--- src/rtl/mlft_pkg.sv ---
package mlft_pkg;

  localparam int ADDR_W = 48;
  localparam int PORT_W = 4;
  localparam int MASK_W = 16;
  localparam int CFG_W  = 32;

  // Register index taken from paddr[2]; connected_port_mask is the only register.
  localparam logic REG_CONNECTED_MASK = 1'b0;

  // Word that walks down the cell chain during one search.
  typedef struct packed {
    logic              live;
    logic              src_hit;
    logic              dst_hit;
    logic [PORT_W-1:0] dst_port;
  } mlft_hop_t;

  // Learn request broadcast to all cells; each cell applies its own enable.
  typedef struct packed {
    logic [ADDR_W-1:0] addr;
    logic [PORT_W-1:0] port;
  } mlft_wr_t;

endpackage

--- src/rtl/mlft_cell.sv ---
module mlft_cell
  import mlft_pkg::*;
(
  input  logic              clk,
  input  logic              rst,
  input  logic [ADDR_W-1:0] src_key,
  input  logic [ADDR_W-1:0] dst_key,
  input  mlft_hop_t         hop_in,
  output mlft_hop_t         hop_out,
  input  logic              we,
  input  mlft_wr_t          wr
);

  logic              entry_valid;
  logic [ADDR_W-1:0] entry_address;
  logic [PORT_W-1:0] entry_port;
  logic              src_match;
  logic              dst_match;

  assign src_match = entry_valid && (entry_address == src_key);
  assign dst_match = entry_valid && (entry_address == dst_key);

  always_ff @(posedge clk) begin
    if (rst) begin
      entry_valid  <= 1'b0;
      hop_out.live <= 1'b0;
    end else begin
      hop_out.live <= hop_in.live;
      if (we) begin
        entry_valid <= 1'b1;
      end
    end
    if (we) begin
      entry_address <= wr.addr;
      entry_port    <= wr.port;
    end
    hop_out.src_hit  <= hop_in.src_hit | src_match;
    hop_out.dst_hit  <= hop_in.dst_hit | dst_match;
    hop_out.dst_port <= dst_match ? entry_port : hop_in.dst_port;
  end

endmodule

--- config.mk ---
export PLATFORM = sky130hd
export DESIGN_NAME = mlft_cell
export DESIGN_NICKNAME = d
export VERILOG_FILES = /design/src/rtl/mlft_pkg.sv /design/src/rtl/mlft_cell.sv
export SDC_FILE = /design/constraint.sdc
export NUM_CORES = 1
export LEC_CHECK = 0
export BUFFER_PORTS_ARGS = -buffer_cell sky130_fd_sc_hd__clkbuf_2
export CAP_MARGIN = 15
export CORE_MARGIN = 4
export CORE_UTILIZATION = 40
export CTS_CLUSTER_DIAMETER = 150
export DETAILED_ROUTE_END_ITERATION = 8
export GPL_TIMING_DRIVEN = 0
export PLACE_DENSITY = 0.8
export SLEW_MARGIN = 20
export SYNTH_ARGS = -nofsm -noshare
export SYNTH_HDL_FRONTEND = slang
export SYNTH_SLANG_ARGS = --single-unit
--- constraint.sdc ---
create_clock -name clk -period 1.9 [get_ports clk]
set_input_delay 0.095 -clock clk [delete_from_list [all_inputs] [get_ports clk]]
set_output_delay 0.095 -clock clk [all_outputs]
set_load 0.01 [all_outputs]
* After elaboration in Yosys (flattened, before gate mapping)
Index checks and enable logic that the tools add are counted.
Cells by class: equality and inequality tests 2, mux-type cells 1, bitwise operators 2, reductions and logical operators 2
Operators with widths (number):
- 48-bit equality test | 2
- 4-bit two-way mux | 1
- 1-bit logical AND | 2
- 1-bit OR | 2
Word-level totals: bits in registers 60, input port bits 158, logic and storage cells 14

* Logic depth before layout (Yosys ltp)
word-level depth 3, depth in mapped cells 6, depth with buffers taken out 5

* Worst setup path before layout
OpenSTA, ideal clock, no wires.
path kind register to register, from register entry_address[1], to register hop_out[0] in the netlist's numbering, setup time 0.121 ns, data arrival time 1.862 ns, setup slack -0.083 ns, cell stages (with the launch flop) 7, path buffers 1, clock period less this slack 1.983 ns, cells stage by stage edfxtp_1 -> xor2_1 -> nor4_1 -> nand4_1 -> or4_1 -> buf_6 -> mux2_4
Between the ends: word-level cells in the longest chain between the ends 3
Ends and longest elaborated chain:
- start: declaration | line mlft_cell.sv:15 | logic [ADDR_W-1:0] entry_address;
- start signal: assignment | line mlft_cell.sv:34 | entry_address <= wr.addr;
- 48-bit equality test | line mlft_cell.sv:21 | assign dst_match = entry_valid && (entry_address == dst_key);
- 1-bit logical AND | line mlft_cell.sv:21
- 4-bit two-way mux | line mlft_cell.sv:39 | hop_out.dst_port <= dst_match ? entry_port : hop_in.dst_port;
- end: declaration | line mlft_cell.sv:9 | output mlft_hop_t hop_out,
No other way between the ends. A chain may end at the register's enable or synchronous reset.

* Final worst setup path
from register entry_address[30], to register hop_out[1] in the netlist's numbering
Same word-level chain as after synthesis.

==> metrics.yaml <==
synthesis:
  synth_compound_area_share_pct: 3.96
  ys_ff_latch: 60
  synth_area_leaders: "edfxtp_1, xor2_1, dfxtp_1, xnor2_1, nor4_1"
  synthesis.area_mm2: 0.00291
  ys_warn_count: 0
  synth_top_cell_by_area: "edfxtp_1"
  syn_inst: 212
  synth_xor_area_share_pct: 25.0
  synth-simple-area-share_pct: 7.66
  synth_fp_nets: 370
  synthAdderAreaFrac_pct: 0
  syn_area_per_cell_um2: 13.7
  yosys.area.top_type_share_pct: 53.7
  synth_top_family_by_area: "XOR/XNOR gates"
  ys_types: 24
  synth-seq-area-share_pct: 59.2
  synthMuxAreaShare_pct: 2.07
clock_network:
  clock_insertion_delay_worst_skew_ps: 340
  clock-sinks: 60
  cts_made_buffers: 9
  path_clk_slew_ps: 70
  htreeDepth: 3
  cts_root_buf: "clkbuf_8"
  cts_tree: "yes"
  cts.path.max_buffers: 2
final_layout:
  final_area_mm2: 0.00474
  syn_to_final_growth_pct: 63.2
  drive_above_1_share_pct: 43.7
  fillers: 511
  nNetsFinal: 608
global_routing:
  grt_pass1_vias: 2847
  grt.total_usage_pct: 21.1
  grt_max_degree: 54
  antenna_found_initial: 0
  grt-ovfl-total: 0
  grt_pass1_wl_um: 13600
die:
  dieArea_mm2: 0.00869
  rows: 30
  die_x_um: 93.2
  ioPinCount: 165
  die_y_um: 93.2
  coreArea_mm2: 0.00694
  start_util_pct: 41.9
setup_path:
  slowest_delay_ps: 590
  arrival_ps: 2350
  cp_data_required_time_ps: 2130
  crit_fanout: 5
  r2r-start: "entry_address[30]$_DFFE_PP_"
  critPathBufInv: 0
  reg2reg_slack_ps: -230
  critPathTopFamily: "simple AND/OR/NAND/NOR gates"
  rr_worst_depth: 5
  path_class: "reg -> reg"
  crit_path_top_delay_cell: "or4_4"
  endpoint_kind: "flop"
  path_cells: "xor2_1 -> nor4_2 -> nand4_1 -> or4_4 -> mux2_4"
  worstReg2RegEnd: "hop_out[1]$_DFF_P_"
  critPathLaunchType: "flop"
detailed_routing:
  drc: 0
  drt_iter0_drc: 97
  drt_first_pass_iters: 6
  vias: 2579
  avgViaCountPerCell: 4.67
  wirelength_um: 9050
  post_drt_wl_per_cell_um: 16.4
  antenna_left: 0
outcome:
  status: "complete, but fails checks"
  violations: "setup timing"
pwr:
  leakagePower_nw: 2.13
  power.density_mw_per_mm2: 707
  vdd_drop_max_mv: 0.404
flow_run:
  maxCapViolCount: 0
sta:
  finalCriticalPeriod_ps: 2130
  slew_viol_final: 0
  fin_skew_ps: 5.48
  max-slew-margin-rel_pct: 49.4
  layout_setup_ws_ps: -227
  clock.fmax_mhz: 470
  rsz0062_at_grt: "yes"
  tightest_slew_ps: 758
  post-route-period-util_pct: 112
  setup_viol: 5
  hold_viol_final: 0
worst_hold_path:
  hold_class: "in -> reg"
  worstHoldStart: "src_key[31]"
  hold_depth: 3
  hold-path-endpoint: "hop_out[5]$_DFF_P_"
placed_design:
  hpwl_um: 6610
  pre_cts_ws_ps: -496
  place_congestion: 0.896
  dpl_cell_area_mm2: 0.00385
  portBuffers: 164
routing by layer:
| layer | global-route usage (%) | part of all wire, % | vias to the layer above |
|---|---|---|---|
| met4 | 8.42 | 2.5 | 0 |
| met5 | 0 | 0 | - |
| met1 | 22.8 | 38 | 1176 |
| met3 | 7.08 | 7.8 | 22 |
| met2 | 37.7 | 51 | 135 |
| li1 | - | - | 1246 |
flip-flops by register name, indices dropped and copies added (netlist names):
register and flops:
entry_address 48, entry_port 4, entry_valid 1, hop_out 7
timing repair:
item                                   4_1_cts  5_1_grt
hold buffers                                60        0
setup endpoints to repair                    6        6
endpoints found under the hold margin       60        0
pin swaps                                    5        8
buffers inserted                             1        3
gates resized for setup                      7        6
cells in the final DEF (no fill, tap or decap), types with 2 or more instances in the layout:
master         instances
buf_4                  3
clkbuf_2             163
clkbuf_8               9
clkinv_2               3
clkinvlp_4             3
dfxtp_1                8
dlygate4sd3_1         60
edfxtp_1              52
inv_1                 13
mux2_4                 4
nand3_1                3
nand4_1                6
nor2_1                 3
nor2b_1                2
nor3_1                 2
nor4_1                13
nor4_2                 4
o22ai_1                4
o2bb2ai_1              4
xnor2_1               17
xor2_1                65
tightest hold or removal path, delay by kind of cell:
family / cells / cell delay [ps]
AO/OA/AOI/OAI: 2 / 280
buffers and inverters: 1 / 90
power breakdown:
group	internal (W)	switching [W]
combinational	0.000350	0.000248
clock	0.000598	0.000530
sequential	0.00155	0.0000799
synth_stat cells:
cell type  number
a2111oi_0       1
a222oi_1        1
a22o_1          1
a22o_2          1
a31o_2          1
and4_1          1
buf_6           1
dfxtp_1         8
edfxtp_1       52
inv_1          13
mux2_4          4
nand3_1         3
nand4_1         6
nor2_1          3
nor2b_1         2
nor3_1          2
nor4_1         18
o2111ai_1       1
o22ai_1         4
o2bb2ai_1       4
or2b_1          1
or4_1           1
xnor2_1        17
xor2_1         66
worst max path at each step:
stage	slack [ps]	startpoint	cells past startpoint	end
floorplan	-50	entry_address[19]$_DFFE_PP_	6	hop_out[0]$_DFF_P_
global placement	-530	entry_address[18]$_DFFE_PP_	6	hop_out[2]$_DFF_P_
detailed placement	-500	entry_address[18]$_DFFE_PP_	6	hop_out[1]$_DFF_P_
CTS	-280	entry_address[37]$_DFFE_PP_	5	hop_out[1]$_DFF_P_
global route	-310	entry_address[30]$_DFFE_PP_	5	hop_out[1]$_DFF_P_
finish	-230	entry_address[30]$_DFFE_PP_	5	hop_out[1]$_DFF_P_
stage by stage:
step | cells | total power, W | util [%] | TNS [ps] | hold slack (ps)
2_1_floorplan | 212 | 0.00184 | - | -217 | 167
3_3_place_gp | 472 | 0.00210 | 55.4 | -2490 | 271
3_5_place_dp | 472 | 0.00211 | 55.4 | -2380 | 274
4_1_cts | 548 | 0.00335 | 67.3 | -1210 | 159
5_1_grt | 551 | 0.00351 | 68.3 | -1340 | 178
6_report | 552 | 0.00335 | 68.3 | -930 | 179
cell type report:
cell class	instances	area, um^2	area share, %
inverter	13	48.8	1.03
antenna	1	2.50	0.0528
tap	96	120	2.53
clock buffer	9	124	2.61
sequential	60	1720	36.3
multi-input combinational	138	1200	25.3
clock inverter	7	67.6	1.42
timing repair buffer	228	1460	30.7
cells by family (layout without fill, tap and decap cells):
logic type,Yosys count,count (layout)
XOR/XNOR,83,83
other,0,1
AND/OR/NAND/NOR,37,37
flip-flops,60,60
buffers and inverters,14,257
AO/OA/AOI/OAI,14,14
multiplexers,4,4
No activity file was read; power rests on OpenSTA's default activity.
